**src/hw/rtl/wheel_drive_mixer_defines.svh**
```systemverilog
// Assertion helpers for the wheel drive mixer.
// All checks are clocked on i_clk and switched off while i_rst_n is low.
`ifndef WHEEL_DRIVE_MIXER_DEFINES_SVH
`define WHEEL_DRIVE_MIXER_DEFINES_SVH

`ifndef SYNTH
`define WDM_ASSERT_IMPL(lbl, ante, cons) \
    lbl: assert property (@(posedge i_clk) disable iff (!i_rst_n) (ante) |-> (cons)) \
        else $error("wheel_drive_mixer: check failed");
`define WDM_ASSERT_NEXT(lbl, ante, cons) \
    lbl: assert property (@(posedge i_clk) disable iff (!i_rst_n) (ante) |=> (cons)) \
        else $error("wheel_drive_mixer: check failed");
`else
`define WDM_ASSERT_IMPL(lbl, ante, cons)
`define WDM_ASSERT_NEXT(lbl, ante, cons)
`endif

`endif

```
**src/hw/rtl/wdm_pkg.sv**
```systemverilog
package wdm_pkg;

    localparam int IN_W    = 16;
    localparam int WHEEL_W = 18;  // x - y + w needs two guard bits
    localparam int MAG_W   = 17;
    localparam int REM_W   = MAG_W + 1;
    localparam int QUO_W   = 15;  // normalised magnitude is at most 16384
    localparam int OUT_W   = 16;
    localparam int PROD_W  = 32;
    localparam int NUM_WHEELS = 4;

    localparam int STEPS_PER_STAGE = 3;
    localparam int DIV_STAGES      = QUO_W / STEPS_PER_STAGE;

    localparam int WDM_QUEUE_DEPTH = 4;

    localparam logic [MAG_W-1:0]         Q14_ONE    = MAG_W'(16384);
    localparam logic signed [PROD_W-1:0] ROUND_BIAS = PROD_W'(16383);
    localparam logic signed [PROD_W-1:0] SAT_HI     = PROD_W'(32767);
    localparam logic signed [PROD_W-1:0] SAT_LO     = -PROD_W'(32768);

    localparam logic [1:0] MODE_MECANUM    = 2'd0;
    localparam logic [1:0] MODE_FOUR_PAR   = 2'd1;
    localparam logic [1:0] MODE_TWO_PAR    = 2'd2;
    localparam logic [1:0] MODE_SINGLE     = 2'd3;

    localparam logic CFG_DRIVE_MODE  = 1'b0;
    localparam logic CFG_OUTPUT_GAIN = 1'b1;

    localparam logic [1:0]             DRIVE_MODE_RESET  = MODE_MECANUM;
    localparam logic signed [IN_W-1:0] OUTPUT_GAIN_RESET = 16'sd256;

    // One mixed motion vector, held as magnitude and sign per wheel.
    typedef struct packed {
        logic [NUM_WHEELS-1:0][MAG_W-1:0] mag;
        logic [NUM_WHEELS-1:0]            neg;
    } t_q_entry;

    typedef struct packed {
        logic [REM_W-1:0] rem;
        logic             qbit;
    } t_div_res;

    // One restoring division step; the remainder comes back already doubled.
    function automatic t_div_res div_step(input logic [REM_W-1:0] rem,
                                          input logic [MAG_W-1:0] dv);
        logic [REM_W-1:0] t;
        t_div_res         res;
        t        = rem;
        res.qbit = 1'b0;
        if (rem >= {1'b0, dv}) begin
            t        = rem - {1'b0, dv};
            res.qbit = 1'b1;
        end
        res.rem = {t[REM_W-2:0], 1'b0};
        return res;
    endfunction

endpackage

```
**src/hw/rtl/wdm_queue.sv**
```systemverilog
module wdm_queue #(
    parameter int DEPTH = wdm_pkg::WDM_QUEUE_DEPTH,
    localparam int CNT_W = $clog2(DEPTH + 1)
) (
    input  logic              i_clk,
    input  logic              i_rst_n,
    input  logic              i_push,
    input  wdm_pkg::t_q_entry i_entry,
    output logic              o_full,
    output logic              o_valid,
    output wdm_pkg::t_q_entry o_entry,
    input  logic              i_pop,
    output logic [CNT_W-1:0]  o_count
);
    import wdm_pkg::*;

    localparam int PTR_W = (DEPTH > 1) ? $clog2(DEPTH) : 1;

    t_q_entry         r_mem [DEPTH];
    logic [PTR_W-1:0] r_wr_ptr;
    logic [PTR_W-1:0] r_rd_ptr;
    logic [CNT_W-1:0] r_count;

    assign o_full  = (r_count == CNT_W'(DEPTH));
    assign o_valid = (r_count != '0);
    assign o_entry = r_mem[r_rd_ptr];
    assign o_count = r_count;

    always_ff @(posedge i_clk) begin
        if (!i_rst_n) begin
            r_wr_ptr <= '0;
            r_rd_ptr <= '0;
            r_count  <= '0;
        end else begin
            if (i_push) begin
                r_wr_ptr <= (r_wr_ptr == PTR_W'(DEPTH - 1)) ? '0 : r_wr_ptr + 1'b1;
            end
            if (i_pop) begin
                r_rd_ptr <= (r_rd_ptr == PTR_W'(DEPTH - 1)) ? '0 : r_rd_ptr + 1'b1;
            end
            if (i_push && !i_pop) begin
                r_count <= r_count + 1'b1;
            end else if (i_pop && !i_push) begin
                r_count <= r_count - 1'b1;
            end
        end
    end

    always_ff @(posedge i_clk) begin
        if (i_push) begin
            r_mem[r_wr_ptr] <= i_entry;
        end
    end

endmodule

```
**config.mk**
```make
export PLATFORM = sky130hd
export DESIGN_NAME = wdm_queue
export DESIGN_NICKNAME = d
export VERILOG_FILES = /design/src/hw/rtl/wheel_drive_mixer_defines.svh /design/src/hw/rtl/wdm_pkg.sv /design/src/hw/rtl/wdm_queue.sv
export SDC_FILE = /design/constraint.sdc
export NUM_CORES = 1
export LEC_CHECK = 0
export CAP_MARGIN = 20
export CORE_MARGIN = 2
export CORE_UTILIZATION = 30
export DETAILED_ROUTE_END_ITERATION = 12
export DONT_BUFFER_PORTS = 1
export PLACE_DENSITY = 0.53
export SETUP_SLACK_MARGIN = 0.2
export SLEW_MARGIN = 20
export SYNTH_ARGS = -nofsm -noshare
export SYNTH_HDL_FRONTEND = slang
export SYNTH_SLANG_ARGS = --single-unit
```
**constraint.sdc**
```tcl
create_clock -name i_clk -period 3.3 [get_ports i_clk]
set_input_delay 0 -clock i_clk [delete_from_list [all_inputs] [get_ports i_clk]]
set_output_delay 0 -clock i_clk [all_outputs]
set_load 0.005 [all_outputs]
```
-- After elaboration in Yosys (flattened, before gate mapping)
Memories as Yosys holds them, arrays and structs flattened. A register that Yosys moved wholly into a read port is not among the register bits.
Index checks and enable logic that the tools add are counted.
- flip-flop bits (word level): 7
- RAM bits: 288
- memories: 1
- word-level logic and storage cells: 25
- output and inout bits: 77
- mux-type cells: 8
- reduce and logical (&&, ||, !) cells: 6
- eq/ne operators: 3
- add/subtract/negate cells: 4
- memory list (name ; words ; bits a word ; rd ports ; clocked after memory_dff ; wr ports ; RTL line ; RTL):
    r_mem ; 4 ; 72 ; 1 ; 1 ; 1 ; wdm_queue.sv:19 ; t_q_entry r_mem [DEPTH];
- operators by type and width (cell ; number):
    two-way mux 2 bit ; 4
    two-way mux 3 bit ; 2
    adder 2 x 1 -> 2 bit (second input constant) ; 2
    equality test 2 bit (second input constant) ; 2
    adder 3 x 1 -> 3 bit (second input constant) ; 1
    equality test 3 bit (second input constant) ; 1
    nonzero test 3 bit ; 1
    subtractor 3 x 1 -> 3 bit (second input constant) ; 1
    logical AND 1 bit ; 2
    zero test 1 bit ; 2
    two-way mux 1 bit ; 2
    nonzero test 2 bit ; 1

-- Logic depth before layout (Yosys ltp)
- depth after elaboration: 4
- gate-level depth with buffers: 7
- gate-level depth less buffers: 7

-- Least setup slack after synthesis
OpenSTA, ideal clock, no wires.
- path type: register -> register
- start point: register r_wr_ptr[0]
- end point: memory r_mem[3][0] in the netlist's numbering (enable)
- data required time: 2.862 ns
- library setup time: 0.438 ns
- stages on the path, launching flop included: 3
- path buffers: 0
- path slack: 0.630 ns
- data arrival time: 2.232 ns
- period minus slack after synthesis: 2.670 ns
- cells stage by stage: dfxtp_1 > ha_1 > and2_1
- RTL lines (item ; RTL line ; RTL):
    start: declaration ; wdm_queue.sv:20 ; logic [PTR_W-1:0] r_wr_ptr;
    start signal: assignment ; wdm_queue.sv:36 ; r_wr_ptr <= (r_wr_ptr == PTR_W'(DEPTH - 1)) ? '0 : r_wr_ptr + 1'b1;
    end: declaration ; wdm_queue.sv:19 ;
Straight into the memory's write port.

==> metrics.yaml <==
sta:
  fmax_ghz: 0.447
  rsz0062_at_grt: "false"
  worst_hold_slack_ps: 49.8
  hold_violations: 0
  period_share: 0.678
  worst_slew_pin_slew_ps: 680
  final_max_slew_viol_count: 0
  skew_ps: 16.2
  relSlewSlack: 0.547
  tns_ps: 0
  setup_viol: 0
  period_minus_slack_ps: 2240
route:
  drc_errors: 0
  vias_per_cell: 4.55
  wl_per_cell_um: 20.6
  routed_wirelength_um: 20700
  antenna_left: 0
  drt_iter0_drc: 184
  route.vias.total: 4588
  drtPass1Iterations: 4
synth:
  synth_adder_area_share: 0.00870
  synth_seq_cells: 297
  syn_nets: 503
  synth-simple-area-share: 0.00836
  ys_top_cells_by_area: "edfxtp_1 79%, mux4_2 14%, dfxtp_1 1.6%, buf_12 1.3%, ha_1 0.69%"
  synthCells: 420
  synth_compound_area_frac: 0.00183
  synth-xor-area-share: 0.00160
  syn_area_per_cell_um2: 26.0
  post_synth_num_cell_types: 23
  yosysTopAreaCell: "edfxtp_1"
  ys_warn_count: 0
  mappedNetlistArea_um2: 10900
  synth_top_family_by_area: "multiplexers"
  synth_seq_area_share: 0.808
  synth_top_area_frac: 0.791
  synth.area.mux_share: 0.153
cells_and_area:
  area_delta_synth_final_pct: 21.8
  layout.nets: 603
  drive_gt1_frac: 0.243
critical_path:
  r2r-end: "r_mem[3][44]"
  cp-end-kind: "primary output"
  reg2reg_depth: 3
  cp.required_ps: 3300
  arrival_ps: 2240
  worstReg2RegStart: "r_wr_ptr[0]"
  cp_max_fo: 23
  path_class: "flip-flop to primary output"
  start_kind: "flip-flop"
  rrSetupSlack_ps: 1510
clock_network:
  cts_resized: 0
  max-clock-path-buffers: 3
  clock-root-buffer: "clkbuf_16"
  post_cts.repair.setup_buffers: 0
  postCtsHoldBufs: 77
  clk_latency_ps: 550
  cts_tree: "done"
  cts_made_buffers: 30
  htreeDepth: 1
  clock_sinks: 297
  clk_pin_slew_ps: 60
power:
  p_switching_uw: 1730
  swShare: 0.203
  pwr-share-comb: 0.068
  intPower_uw: 6780
  p_per_area_nw_per_um2: 639
  p_leak_uw: 0.00416
  p_seq_frac: 0.516
  peakVddDrop_mv: 0.360
  p_clk_frac: 0.416
global_routing:
  grt_remaining_overflow: 0
  grt_pass1_wl_um: 31600
  antenna_found_initial: 4
  grt_pass1_vias: 5210
  grt_max_degree: 73
  grt_usage: 0.109
min_path:
  hp-class: "input pin to flip-flop"
  hold_depth: 2
  hold_path_end: "r_mem[1][27]"
  hold_start: "i_push"
floorplan:
  pin_count: 153
  num_rows: 69
  start_util: 0.306
  die_w_um: 195
  die_h_um: 195
  dieArea_um2: 38000
  core_area_um2: 35700
placed_design:
  gp_congestion: 0.688
  dpl.hpwl_um: 12100
  portBuffers: 0
job:
  maxCapViolCount: 0
status:
  status: "finished, final reports clean"
metrics by stage:
stage / util / worst slack [ps] / power [uW] / std cells / cell area [um^2]
final: 0.372 / 1060 / 8500 / 1008 / 13300
after CTS: 0.372 / 964 / 8640 / 1004 / 13300
after detailed placement: 0.321 / 1480 / 4960 / 871 / 11500
after global placement: 0.318 / 1330 / 4930 / 868 / 11400
after global routing: 0.372 / 900 / 8830 / 1008 / 13300
after floorplan: - / 630 / 4820 / 420 / 10900
layer usage:
metal / routed length, um / part of all wire / track usage
met5: 16 / 0.00077 / 0
met4: 380 / 0.018 / 0.0271
met3: 1530 / 0.074 / 0.0399
met2: 10500 / 0.51 / 0.194
met1: 8260 / 0.40 / 0.126
worst max path at each step:
| stage | start | end | cells after the start |
|---|---|---|---|
| 2_1_floorplan | r_wr_ptr[0] | r_mem[3][0] | 2 |
| 3_3_place_gp | r_wr_ptr[0] | r_mem[2][43] | 3 |
| 3_5_place_dp | r_wr_ptr[0] | r_mem[2][44] | 4 |
| 4_1_cts | flip-flop | o_entry[47] | 2 |
| 5_1_grt | flip-flop | o_entry[47] | 2 |
| 6_report | flip-flop | o_entry[47] | 2 |
cell usage in the layout (no fill, tap or decap), types with 2 or more instances in the layout:
master	count
inv_1	4
buf_16	3
dlygate4sd3_1	77
dfxtp_4	2
clkinvlp_4	3
or3_1	2
edfxtp_1	288
mux2i_1	4
mux4_1	2
mux4_2	70
nor2b_1	5
and2_4	4
buf_12	3
dfxtp_1	7
clkinv_1	3
clkbuf_1	4
diode_2	3
clkinv_2	8
clkbuf_16	31
bufinv_16	6
ha_1	6
cell type report:
| class | instances | area [um^2] |
|---|---|---|
| fill | 3239 | 22400 |
| sequential | 297 | 8840 |
| multi-input combinational | 103 | 1900 |
| timing repair buffer | 84 | 921 |
| clock buffer | 35 | 791 |
| tap | 461 | 577 |
| clock inverter | 21 | 263 |
| inverter | 4 | 15.0 |
| antenna | 3 | 7.51 |
synth_stat cells:
cell type,instances
a21boi_0,1
and2_1,5
buf_12,7
buf_2,7
buf_6,1
clkbuf_1,1
dfxtp_1,9
edfxtp_1,288
fa_1,1
ha_1,6
inv_1,4
mux2i_1,4
mux4_1,2
mux4_2,70
nor2_1,1
nor2b_1,5
nor3_1,1
nor3b_1,1
o21a_1,1
o21ai_0,1
or3_1,2
xnor2_1,1
xor2_1,1
worst max-delay path: stages (launching register included):
cell and delay [ps]:
dfxtp_4 540, buf_4 480, mux4_2 620
power by group through the flow:
stage / Combinational [uW] / Clock (uW) / Sequential (uW)
2_1_floorplan: 383 / 0 / 4440
3_3_place_gp: 453 / 0 / 4480
3_5_place_dp: 474 / 0 / 4490
4_1_cts: 588 / 3640 / 4410
5_1_grt: 632 / 3800 / 4400
6_report: 577 / 3540 / 4390
logic make-up after synthesis:
kind of cell | Yosys count
simple gates | 15
buf+inv | 20
fa+ha+maj | 7
compound gates | 3
xor+xnor | 2
flops | 297
mux | 76
state kept, by name, indices dropped and copies added (netlist names), named ones only:
register and count:
o_count 3, r_rd_ptr 2, r_mem 288, r_wr_ptr 2
No activity file was read; power rests on OpenSTA's default activity.
