===== src/hw/rtl/wheel_drive_mixer_defines.svh =====
// Assertion helpers for the wheel drive mixer.
// All checks are clocked on i_clk and switched off while i_rst_n is low.
`ifndef WHEEL_DRIVE_MIXER_DEFINES_SVH
`define WHEEL_DRIVE_MIXER_DEFINES_SVH

`ifndef SYNTH
`define WDM_ASSERT_IMPL(lbl, ante, cons) \
    lbl: assert property (@(posedge i_clk) disable iff (!i_rst_n) (ante) |-> (cons)) \
        else $error("wheel_drive_mixer: check failed");
`define WDM_ASSERT_NEXT(lbl, ante, cons) \
    lbl: assert property (@(posedge i_clk) disable iff (!i_rst_n) (ante) |=> (cons)) \
        else $error("wheel_drive_mixer: check failed");
`else
`define WDM_ASSERT_IMPL(lbl, ante, cons)
`define WDM_ASSERT_NEXT(lbl, ante, cons)
`endif

`endif


===== src/hw/rtl/wdm_pkg.sv =====
package wdm_pkg;

    localparam int IN_W    = 16;
    localparam int WHEEL_W = 18;  // x - y + w needs two guard bits
    localparam int MAG_W   = 17;
    localparam int REM_W   = MAG_W + 1;
    localparam int QUO_W   = 15;  // normalised magnitude is at most 16384
    localparam int OUT_W   = 16;
    localparam int PROD_W  = 32;
    localparam int NUM_WHEELS = 4;

    localparam int STEPS_PER_STAGE = 3;
    localparam int DIV_STAGES      = QUO_W / STEPS_PER_STAGE;

    localparam int WDM_QUEUE_DEPTH = 4;

    localparam logic [MAG_W-1:0]         Q14_ONE    = MAG_W'(16384);
    localparam logic signed [PROD_W-1:0] ROUND_BIAS = PROD_W'(16383);
    localparam logic signed [PROD_W-1:0] SAT_HI     = PROD_W'(32767);
    localparam logic signed [PROD_W-1:0] SAT_LO     = -PROD_W'(32768);

    localparam logic [1:0] MODE_MECANUM    = 2'd0;
    localparam logic [1:0] MODE_FOUR_PAR   = 2'd1;
    localparam logic [1:0] MODE_TWO_PAR    = 2'd2;
    localparam logic [1:0] MODE_SINGLE     = 2'd3;

    localparam logic CFG_DRIVE_MODE  = 1'b0;
    localparam logic CFG_OUTPUT_GAIN = 1'b1;

    localparam logic [1:0]             DRIVE_MODE_RESET  = MODE_MECANUM;
    localparam logic signed [IN_W-1:0] OUTPUT_GAIN_RESET = 16'sd256;

    // One mixed motion vector, held as magnitude and sign per wheel.
    typedef struct packed {
        logic [NUM_WHEELS-1:0][MAG_W-1:0] mag;
        logic [NUM_WHEELS-1:0]            neg;
    } t_q_entry;

    typedef struct packed {
        logic [REM_W-1:0] rem;
        logic             qbit;
    } t_div_res;

    // One restoring division step; the remainder comes back already doubled.
    function automatic t_div_res div_step(input logic [REM_W-1:0] rem,
                                          input logic [MAG_W-1:0] dv);
        logic [REM_W-1:0] t;
        t_div_res         res;
        t        = rem;
        res.qbit = 1'b0;
        if (rem >= {1'b0, dv}) begin
            t        = rem - {1'b0, dv};
            res.qbit = 1'b1;
        end
        res.rem = {t[REM_W-2:0], 1'b0};
        return res;
    endfunction

endpackage


===== src/hw/rtl/wdm_front.sv =====
module wdm_front (
    input  logic                        i_clk,
    input  logic                        i_rst_n,
    input  logic                        i_s_valid,
    output logic                        o_s_ready,
    input  logic signed [15:0]          i_vel_x,
    input  logic signed [15:0]          i_vel_y,
    input  logic signed [15:0]          i_yaw_rate,
    input  logic [1:0]                  i_drive_mode,
    output logic                        o_q_push,
    output wdm_pkg::t_q_entry           o_q_entry,
    input  logic                        i_q_full
);
    import wdm_pkg::*;

    logic     r_valid;
    t_q_entry r_entry;
    t_q_entry n_entry;

    logic signed [WHEEL_W-1:0] x, y, w;
    logic signed [WHEEL_W-1:0] wh [NUM_WHEELS];

    assign x = WHEEL_W'(i_vel_x);
    assign y = WHEEL_W'(i_vel_y);
    assign w = WHEEL_W'(i_yaw_rate);

    always_comb begin
        for (int l = 0; l < NUM_WHEELS; l++) begin
            wh[l] = '0;
        end
        unique case (i_drive_mode)
            MODE_MECANUM: begin
                wh[0] = x - y + w;
                wh[1] = x + y + w;
                wh[2] = -x + y + w;
                wh[3] = -x - y + w;
            end
            MODE_FOUR_PAR: begin
                wh[0] = -x;
                wh[1] = x;
                wh[2] = x;
                wh[3] = -x;
            end
            MODE_TWO_PAR: begin
                wh[0] = -x;
                wh[1] = x;
            end
            MODE_SINGLE: begin
                wh[0] = x;
            end
        endcase
        // Unused wheels stay zero, so they never win the maximum and
        // come out of the gain stage as zero.
        for (int l = 0; l < NUM_WHEELS; l++) begin
            n_entry.neg[l] = wh[l][WHEEL_W-1];
            n_entry.mag[l] = wh[l][WHEEL_W-1] ? MAG_W'(-wh[l]) : MAG_W'(wh[l]);
        end
    end

    assign o_s_ready = !r_valid || !i_q_full;
    assign o_q_push  = r_valid && !i_q_full;
    assign o_q_entry = r_entry;

    always_ff @(posedge i_clk) begin
        if (!i_rst_n) begin
            r_valid <= 1'b0;
        end else if (i_s_valid && o_s_ready) begin
            r_valid <= 1'b1;
        end else if (o_q_push) begin
            r_valid <= 1'b0;
        end
    end

    always_ff @(posedge i_clk) begin
        if (i_s_valid && o_s_ready) begin
            r_entry <= n_entry;
        end
    end

endmodule


===== config.mk =====
export PLATFORM = sky130hd
export DESIGN_NAME = wdm_front
export DESIGN_NICKNAME = d
export VERILOG_FILES = /design/src/hw/rtl/wheel_drive_mixer_defines.svh /design/src/hw/rtl/wdm_pkg.sv /design/src/hw/rtl/wdm_front.sv
export SDC_FILE = /design/constraint.sdc
export NUM_CORES = 1
export LEC_CHECK = 0
export BUFFER_PORTS_ARGS = -buffer_cell sky130_fd_sc_hd__buf_2
export CORE_MARGIN = 5
export CORE_UTILIZATION = 55
export CTS_CLUSTER_SIZE = 16
export DETAILED_ROUTE_END_ITERATION = 12
export PLACE_DENSITY = 0.88
export REMOVE_ABC_BUFFERS = 1
export SLEW_MARGIN = 10
export SYNTH_ARGS = -nofsm -noshare
export SYNTH_HDL_FRONTEND = slang
export SYNTH_SLANG_ARGS = --single-unit
export TNS_END_PERCENT = 30

===== constraint.sdc =====
create_clock -name i_clk -period 5 [get_ports i_clk]
set_clock_uncertainty 0.15 [all_clocks]
set_input_delay 0.25 -clock i_clk [delete_from_list [all_inputs] [get_ports i_clk]]
set_output_delay 0.25 -clock i_clk [all_outputs]
set_load 0.005 [all_outputs]

After elaboration in Yosys (flattened, before gate mapping). Index checks and enable logic that the tools add are counted.

Output and inout bits: 74. Register bits: 73.

Muxes and demuxes: 9. Eq/ne operators: 3. Reduce and logical (&&, ||, !) cells: 8. Add/subtract/negate cells: 13.

Operator list (count): $pmux 36 s2 (1); $mux 17 (4); $neg 17->17 (4); $add 18x16->18 (3); $pmux 18 s3 (1); $add 17x16->18 (2); $pmux 18 s2 (1); $neg 16->18 (1); $sub 18x16->18 (1); $add 16x16->17 (1); $sub 16x16->17 (1); $eq 2x2->1 const B (2); $eq 2x1->1 const B (1); $logic_and 1x1->1 (2); $logic_not 1->1 (2); $logic_not 2->1 (1); $mux 1 (2); $reduce_bool 2->1 (1); $reduce_or 2->1 (1); $logic_or 1x1->1 (1).

Depth between registers and ports, before layout. Gate-level depths: netlist of the first run.

Depth in word-level cells: 6. Mapped depth: 19. Gate-level depth less buffers: 18.

Worst setup path after synthesis of the first run. Ideal clock, no wire load.

Kind: input port to flip-flop. Start: input i_vel_x[1]. End: register r_entry, in the netlist o_q_entry[62], data pin. Arrival time: 4.361 ns. Setup slack: 0.222 ns. Stages on the path: 18. Path buffers: 2. Data required time: 4.583 ns. Path through: inv_1 ha_1 nor4b_1 nand2_1 xnor2_1 fa_1 ha_1 buf_2 a21oi_1 o21ai_0 or3_1 o211ai_1 a21o_1 a311oi_1 a211oi_2 buf_6 nor2_1 xnor2_1.

RTL lines: from (decl) (RTL line wdm_front.sv:6) `input logic signed [15:0] i_vel_x,`; to (signal assigned) (RTL line wdm_front.sv:76) `r_entry <= n_entry;`; to (decl) (RTL line wdm_front.sv:17) `t_q_entry r_entry;`.

==> metrics.md, run 1 <==
| Metric | Value |
|---|---|
| Setup CP Type | in -> reg |
| Nets | 1538 |
| Yosys top cell area share | 0.205 |
| PwrDens | about 300 nW/um^2 |
| Placement Setup Slack | 0.0292 ns |
| #FFs+latches synth | 73 |
| Yosys Warn Count | 0 |
| CP Buf/Inv Count | 3 |
| CTS Root Buffer Type | clkbuf_16 |
| Crit-path max cell delay | 0.56 ns |
| Final ANT Viol Nets | 0 |
| Mean Syn Cell Area | 8.67 um^2 |
| Core area | between 15000 and 20000 um^2 |
| RD Place Congestion | 0.986 |
| Final WS setup | ~0.35 ns |
| CP delay by family, top | simple AND/OR/NAND/NOR gates |
| Crit Reg-Reg Endpoint | o_q_entry[69] |
| Row count | 50 |
| Drt pass-1 iters | 7 |
| Share of layout cells above drive strength 1 | 0.155 |
| CP Launch Type | input port |
| H-tree depth | 3 |
| Max Cap Viol | 0 |
| Max clock buf depth | 2 |
| Die width | ~150 um |
| Die area | 22100 um^2 |
| Layout area overhead | 11.7% |
| Unrepaired setup endpoints after global routing | no |
| Critical path's slowest cell | fa_1 |
| Period minus WS final | 4.65 ns |
| Cells after Synth | approximately 1200 |
| Setup violations, final | 0 |
| Total track usage | 0.265 |
| CTS buffer count | 9 |
| Worst-path fanout max | 6 |
| Detailed Place HPWL | about 23 mm |
| Design Power | between 3000 and 4000 uW |
| Post-synth top cells | inv_1 (182), nor2_1 (85), ha_1 (78), a21oi_1 (74), edfxtp_1 (72) |
| Worst r2r src | r_valid |
| Final Hold Fails | 0 |
| Placed cells | between 1500 and 2000 |
| Vias per inst | just over 6 |
| Leading area contributor after synthesis | edfxtp_1 |
| Slew Limit Fails | 0 |
| Slew margin rel. | 0.299 |
| Drt total wl | about 30 mm |
| Die Y | approximately 150 um |
| Largest net degree at the start of global routing | 73 |
| First-pass GRT wire length | ~47 mm |
| Reg2reg path depth | 2 |
| Critical Path AT | 4.60 ns |
| Clock Pin Slew Worst Setup and Hold Paths | 0.07 ns |
| DRC Markers | 0 |
| Synth Flop Type | edfxtp_1 |
| IO Port Bufs | 127 |
| Initial Utilization | 0.561 |
| Synth cell types | slightly below 100 |
| Post-Layout Cell Count | 1605 |
| Most common cell in the netlist | inv_1 |
| Post-synth ARST share | 0 |
| EDFF count, synth | 72 |
| Post-Syn Area | 10600 um^2 |
| Hold Crit Depth | 3 |
| Clock Sink Count | 73 |
| Vias in the first global route | between 9000 and 10000 |
| Clock latency on the worst-skew pair | approximately 0.35 ns |
| Hold_sp | i_vel_x[13] |
| Io pins | between 100 and 150 |
| Post-CTS Setup Bufs | 0 |
| Hold/Removal Path Class | in -> reg |
| Grt total ovfl | 0 |
| FF+latch area | 2180 um^2 |
| Post-synthesis sequential area ratio | 0.206 |
| R2R Setup Slk | 3.25 ns |
| Fillers | 1603 |
| WL/cell | ~18 um |
| Area taken by multi-input logic gates | between 7000 and 8000 um^2 |
| CTS tree | yes |
| Dominant cells by area after synthesis | edfxtp_1 (20%), fa_1 (13%), ha_1 (9.2%), inv_1 (6.5%), xnor2_1 (5.6%) |
| Critical-path cell list | buf_2, inv_1, ha_1, or4b_1, nor2_1, xnor2_1, fa_1, inv_1, ha_1, and3_1, a221oi_2, xor2_1, o22ai_1, nor4_1, nor2b_1, and3_1, a41oi_1, xor2_1 |
| Worst Path Required | a little under 5 ns |
| DR vias | roughly 10000 |
| Fin util | 0.627 |
| DRT iter0 DRCs | between 800 and 900 |
| Leak | 0.00538 uW |
| Peak VDD IR | 0.000167 V |
| CP Capture Type | register |
| Least-Margin Pin Slew | about 1.0 ns |
| Worst hold endpoint | o_q_entry[51] |
| Hold WS | about 0.34 ns |
| Final period util | 0.930 |
| Max Freq | ~0.22 GHz |
| Initial antenna violation count | 0 |
| Status | complete, no violations |
==> stage by stage <==
stage                     setup TNS, ns  cell area, um^2
after floorplan                  -11.06            10300
after global placement                0            11400
after detailed placement              0            11400
after CTS                             0            11800
after global routing                  0            11800
final                                 0            11800
==> flip-flops by register name, indices dropped and copies added (netlist names) <==
signal / flops
o_q_entry: 72
r_valid: 1
==> layout by cell type (no fill, tap or decap), types with 50 or more instances in the layout <==
cell	Yosys	routed
edfxtp_1	72	72
o21ai_0	50	50
nand2_1	63	63
ha_1	78	77
a21oi_1	74	74
xnor2_1	67	67
buf_2	8	127
fa_1	67	67
inv_1	182	182
nor2_1	85	85
==> routing by layer <==
metal	GRT usage	share of wire	vias to the layer above
li1	-	-	4590
met1	0.354	0.41	4578
met2	0.427	0.46	466
met3	0.0393	0.085	87
met4	0.118	0.041	0
met5	0	0	-
==> final cells by class <==
| class | instances | share of cell area |
|---|---|---|
| repair buffers | 155 | 0.0731 |
| flip-flops and latches | 73 | 0.185 |
| inverters | 184 | 0.0585 |
| diodes | 1 | 0.000212 |
| clock buffers | 12 | 0.0217 |
| clock inverters | 4 | 0.00636 |
| well taps | 260 | 0.0276 |
| multi-input cells | 916 | 0.628 |
==> report_power, final <==
group          switching, uW  internal (uW)  leakage (uW)
clock                    271            465      0.000155
combinational           1180            805       0.00450
sequential              24.2            827      0.000719
total                   1470           2100       0.00538
==> kinds of logic (layout without fill, tap and decap cells) <==
| family | Yosys count | in the layout | synth area share |
|---|---|---|---|
| xor gates and xnor gates | 103 | 103 | 0.0854 |
| AOI/OAI and AO/OA | 350 | 350 | 0.235 |
| adders and majority gates | 145 | 145 | 0.219 |
| muxes | 5 | 5 | 0.00497 |
| DFF | 73 | 73 | 0.206 |
| buffers and inverters | 230 | 355 | 0.0935 |
| other | 0 | 1 | 0 |
| and+or+nand+nor | 313 | 313 | 0.156 |
==> how the worst max path moves through the flow <==
stage                         start       endpoint  slack [ns]  depth (start not counted)
global route             i_vel_x[0]  o_q_entry[54]        0.01                         19
floorplan           i_drive_mode[1]  o_q_entry[54]       -0.61                         11
finish                   i_vel_x[0]  o_q_entry[54]        0.35                         18
global placement         i_vel_x[0]  o_q_entry[54]        0.13                         19
detailed placement       i_vel_x[0]  o_q_entry[54]        0.03                         18
CTS                      i_vel_x[0]  o_q_entry[54]        0.34                         18
==> worst min-delay path: stages <==
cell and delay (ns):
buf_2 0.18, a22oi_1 0.14, xnor2_1 0.16
==> repair_timing <==
item,4_1_cts,5_1_grt
setup endpoints to repair,0,1
hold endpoints to repair,1,0
resized for setup,0,2
hold buffers,2,0
Power figures use the tool's default switching activity.
==> run 2: changes to the inputs <==
Settings changed: CORE_MARGIN 5 to default, SKIP_LAST_GASP from default to 1.
==> metrics.md, run 2 (synthesized netlist as in run 1, its figures left out) <==
| Metric | Value |
|---|---|
| Status | complete, no violations |
| Die width | 141 um (-5.4%) |
| Critical Path AT | 4.61 ns (about the same) |
| Peak VDD IR | 0.000149 V (-11%) |
| Unrepaired setup endpoints after global routing | no |
| PwrDens | 302 nW/um^2 (-0.21%) |
| Slew Limit Fails | 0 (unchanged) |
| Worst-path fanout max | 18 (+12) |
| Most frequent cells in the layout | inv_1 (182), buf_2 (127), nor2_1 (85) |
| Setup CP Type | in -> reg |
| Worst r2r src | r_valid |
| CTS Root Buffer Type | clkbuf_16 |
| Final period util | 0.931 (+0.00177) |
| H-tree depth | 3 (unchanged) |
| Core area | 18800 um^2 (-0.33%) |
| Initial Utilization | 0.563 (+0.00187) |
| Setup violations, final | 0 (unchanged) |
| Largest net degree at the start of global routing | 73 (unchanged) |
| Max Cap Viol | 0 (unchanged) |
| Crit path from | i_vel_x[1] |
| Share of layout cells above drive strength 1 | 0.156 (+0.00153) |
| Drt total wl | 29.8 mm (+0.86%) |
| Grt total ovfl | 0 (unchanged) |
| First-pass GRT wire length | 47.0 mm (+0.64%) |
| Final instance area | 11800 um^2 (about the same) |
| Leak | 0.00540 uW (+0.39%) |
| Die area | 19800 um^2 (-10%) |
| Nets | 1544 (+0.39%) |
| Vias in the first global route | 9435 (+2.4%) |
| DRT iter0 DRCs | 1011 (+16%) |
| Max clock buf depth | 2 (unchanged) |
| Clock Pin Slew Worst Setup and Hold Paths | 0.06 ns (about the same) |
| Area taken by multi-input logic gates | 7400 um^2 (about the same) |
| Worst Path Required | 4.95 ns (about the same) |
| Final ANT Viol Nets | 0 (unchanged) |
| Clock Sink Count | 73 (unchanged) |
| Least-Margin Pin Slew | 0.988 ns (-0.0594 ns) |
| Max reg flops | 72 (unchanged) |
| DR vias | 9853 (+1.4%) |
| RD Place Congestion | 0.965 (-2.1%) |
| CP Launch Type | input port |
| CTS tree | yes |
| Vias per inst | 6.22 (+2.7%) |
| Initial antenna violation count | 1 (+1) |
| Drt pass-1 iters | 6 (-1) |
| FF+latch area | 2180 um^2 (unchanged) |
| Max Freq | 0.215 GHz (-0.19%) |
| Slew margin rel. | 0.339 (+0.0398) |
| Layout area overhead | 11.7% (about the same) |
| DRC Markers | 0 (unchanged) |
| Post-DP Area | 11500 um^2 (+0.22%) |
| Row count | 50 (unchanged) |
| Fillers | 1616 (+0.81%) |
| CP Capture Type | register |
| Fin util | 0.629 (+0.00189) |
| Hold WS | 0.327 ns (-0.0164 ns) |
| IO Port Bufs | 127 (unchanged) |
| Period minus WS final | 4.66 ns (+0.00886 ns) |
| Clock latency on the worst-skew pair | 0.35 ns (about the same) |
| Antenna cells | 0 (-1) |
| Detailed Place HPWL | 23.4 mm (about the same) |
| Total track usage | 0.306 (+0.0411) |
| WL/cell | 18.8 um (+2.2%) |
| Post-Layout Cell Count | 1584 (-1.3%) |
| Most common cell after layout, fill and taps aside | inv_1 |
| Hold_sp | i_vel_x[13] |
| Io pins | 128 (unchanged) |
| Placed cells | 1566 (-1.3%) |
| Die Y | 141 um (-5.4%) |
| Hold/Removal Path Class | in -> reg |
| Final Hold Fails | 0 (unchanged) |
| CTS buffer count | 9 (unchanged) |
-- run 2: area by class of cell --
type,count,area share
multi-input combinational,916,0.627
tap,234,0.0248
clock buffer,10,0.0194
clock inverter,6,0.00700
inverter,184,0.0585
timing repair buffer,161,0.0780
sequential,73,0.185
-- run 2: final timing paths --
kind                            depth (start not counted)             to  slack (ns)
worst max-delay path                                   20  o_q_entry[54]        0.34
worst min register to register                          3        r_valid        0.93
worst min-delay path                                    3  o_q_entry[51]        0.33
worst max register to register                          2  o_q_entry[53]        3.25
-- run 2: worst max-delay path, stage by stage --
cell      delay (ns)
buf_2           0.15
inv_1           0.08
ha_1            0.22
buf_4           0.16
nor3b_1         0.14
xnor2_1         0.27
inv_1           0.16
fa_1            0.54
inv_1           0.05
ha_1            0.36
and3_1          0.23
a221oi_2        0.39
o221ai_1        0.25
o21ai_0         0.22
a31oi_1         0.12
or3_1           0.33
a32oi_2         0.27
buf_12          0.18
a41oi_1         0.06
xor2_1          0.17
-- run 2: power by group --
part           internal (uW)  leakage (uW)  switching (uW)
clock network            434      0.000144             271
registers                827      0.000719            22.8
logic                    813       0.00454            1190
total                   2070       0.00540            1490
-- run 2: routing by layer --
layer / track usage / vias up / part of all wire
li1: - / 4603 / -
met4: 0.160 / 0 / 0.047
met2: 0.501 / 501 / 0.46
met1: 0.395 / 4658 / 0.41
met5: 0 / - / 0
met3: 0.0428 / 91 / 0.077
-- run 2: per-stage QoR --
stage	setup TNS [ns]	power (uW)	setup slack [ns]
global route	0	3790	0.0972
global placement	0	2770	0.190
detailed placement	0	2810	0.0552
CTS	0	3530	0.393
finish	0	3560	0.343
floorplan	-11.06	2260	-0.612
-- run 2: timing repair --
| item | CTS | global route |
|---|---|---|
| buffers inserted | 0 | 0 |
| resized for setup | 0 | 0 |
| hold buffers | 2 | 0 |
| endpoints found under the hold margin | 1 | 0 |
==> run 3: changes to the inputs <==
Settings changed: SETUP_SLACK_MARGIN from default to 0.4, SLEW_MARGIN 10 to 20.
==> metrics.md, run 3 (synthesized netlist as in run 1, its figures left out) <==
| Metric | Value |
|---|---|
| Status | complete, no violations |
| Initial antenna violation count | 1 (unchanged) |
| Critical Path AT | 4.41 ns (-0.20 ns) |
| Setup violations, final | 0 (unchanged) |
| M1 GR Usage | 0.395 (unchanged) |
| CTS tree | yes |
| Die width | 141 um (unchanged) |
| FF+latch area | 2180 um^2 (unchanged) |
| Hold WS | 0.362 ns (+0.0352 ns) |
| Total track usage | 0.306 (unchanged) |
| Row count | 50 (unchanged) |
| Crit Reg-Reg Endpoint | o_q_entry[53] |
| Max Cap Viol | 0 (unchanged) |
| Top cell by count, worst path | a31oi_1 |
| CP Capture Type | register |
| Met2 GRT Util | 0.501 (unchanged) |
| Clock Sink Count | 73 (unchanged) |
| Peak VDD IR | 0.000150 V (+0.93%) |
| DR vias | 9852 (-0.010%) |
| PwrDens | 301 nW/um^2 (-0.28%) |
| Period minus WS final | 4.46 ns (-0.200 ns) |
| First-pass GRT wire length | 47.0 mm (about the same) |
| Final Hold Fails | 0 (unchanged) |
| Most common cell after layout, fill and taps aside | inv_1 |
| Unrepaired setup endpoints after global routing | yes |
| DRC Markers | 0 (unchanged) |
| Top Usage Layer GRT | met2 |
| DRT iter0 DRCs | 1074 (+6.2%) |
| Final period util | 0.892 (-0.0399) |
| Worst r2r src | r_valid |
| Largest net degree at the start of global routing | 73 (unchanged) |
| Worst Path Required | 4.95 ns (about the same) |
| Hold Crit Depth | 3 (unchanged) |
| Slew margin rel. | 0.360 (+0.0215) |
| Fillers | 1593 (-1.4%) |
| Nets | 1547 (+0.19%) |
| Worst-path fanout max | 6 (-12) |
| Max clock buf depth | 2 (unchanged) |
| H-tree depth | 3 (unchanged) |
| Crit path from | i_vel_x[1] |
| Max Freq | 0.224 GHz (+4.5%) |
| CTS Root Buffer Type | clkbuf_16 |
| WL/cell | 19.1 um (+1.5%) |
| Least-Margin Pin Slew | 0.960 ns (-0.0286 ns) |
| Clock Pin Slew Worst Setup and Hold Paths | 0.07 ns (about the same) |
| Design Power | 3610 uW (+1.3%) |
| Critical-path cell list | buf_2, inv_1, ha_2, or4b_4, nor2_4, xnor2_2, fa_1, ha_1, a2111oi_0, o21ai_0, a31oi_1, nor4_1, a211oi_1, buf_4, nand2_1, nor4_2, a31oi_1, xor2_1 |
| Crit-path max cell delay | 0.52 ns (-0.02 ns) |
| Max reg flops | 72 (unchanged) |
| Initial Utilization | 0.563 (unchanged) |
| Vias in the first global route | 9432 (-0.032%) |
| Core area | 18800 um^2 (unchanged) |
| Io pins | 128 (unchanged) |
| Grt total ovfl | 0 (unchanged) |
| Vias per inst | 6.21 (-0.20%) |
| Worst hold endpoint | o_q_entry[51] |
| Die Y | 141 um (unchanged) |
| Antenna cells | 0 (unchanged) |
| Hold/Removal Path Class | in -> reg |
| Grt met3 use | 0.0428 (unchanged) |
| CTS buffer count | 9 (unchanged) |
| Share of layout cells above drive strength 1 | 0.177 (+0.0211) |
| Leak | 0.00546 uW (+1.1%) |
| Setup CP Type | in -> reg |
| Detailed Place HPWL | 23.4 mm (unchanged) |
| IO Port Bufs | 127 (unchanged) |
| Hold_sp | i_vel_x[13] |
| R2R Setup Slk | 3.26 ns (about the same) |
| Die area | 19800 um^2 (unchanged) |
| Placement Setup Slack | 0.0552 ns (unchanged) |
| Most frequent cells in the layout | inv_1 (182), buf_2 (127), nor2_1 (82) |
| Slew Limit Fails | 0 (unchanged) |
| Drt total wl | 30.3 mm (+1.7%) |
| RD Place Congestion | 0.965 (unchanged) |
| Reg2reg path depth | 2 (unchanged) |
| Critical path's slowest cell | fa_1 |
| Clock latency on the worst-skew pair | 0.35 ns (about the same) |
| Area taken by multi-input logic gates | 7570 um^2 (+2.2%) |
| CP Launch Type | input port |
| Final WS setup | 0.542 ns (+0.200 ns) |
| Layout area overhead | 13.4% |
| Drt pass-1 iters | 6 (unchanged) |
| Final ANT Viol Nets | 0 (unchanged) |
[run 3: cell count changes in the layout (fill, tap and decap cells not counted), sizes merged]
| cell | previous run | this run |
|---|---|---|
| buf | 159 | 162 |
[run 3: how the worst max path moves through the flow]
stage | endpoint | slack [ns]
2_1_floorplan | o_q_entry[54] | -0.61
3_3_place_gp | o_q_entry[54] | 0.19
3_5_place_dp | o_q_entry[54] | 0.06
4_1_cts | o_q_entry[54] | 0.45
5_1_grt | o_q_entry[54] | 0.35
6_report | o_q_entry[70] | 0.54
[run 3: through the flow]
step	setup TNS (ns)	instances	area, um^2	util
3_5_place_dp	0	1566	11500	0.611
6_report	0	1587	12000	0.639
4_1_cts	0	1584	11800	0.629
5_1_grt	0	1587	12000	0.639
3_3_place_gp	0	1566	11500	0.611
2_1_floorplan	-11.06	1173	10300	-
[run 3: layout make-up]
cell class | count | share of cell area
clock buffer | 10 | 0.0191
inverter | 184 | 0.0576
timing repair buffer | 164 | 0.0787
multi-input combinational | 916 | 0.631
tap | 234 | 0.0244
clock inverter | 6 | 0.00689
sequential | 73 | 0.182
[run 3: metal layers]
metal	vias up	routed length [um]
met1	4660	12500
li1	4605	-
met5	-	0
met4	0	1370
met2	490	14100
met3	97	2370
[run 3: timing repair]
action	CTS	global route
gates resized for setup	1	31
pin swaps	0	10
setup buffers	0	3
hold buffers	2	0
hold endpoints to repair	1	0
endpoints found under the setup margin	1	40
[run 3: critical path, delay by kind of cell]
kind / cells / cell delay, ns
compound gates: 5 / 1.40
simple gates: 5 / 1.05
fa+ha+maj: 3 / 1.01
buf+inv: 3 / 0.39
xor+xnor: 2 / 0.30
[run 3: where the power goes]
group	switching, uW	internal (uW)
registers	22.7	827
logic	1220	830
clock network	274	434
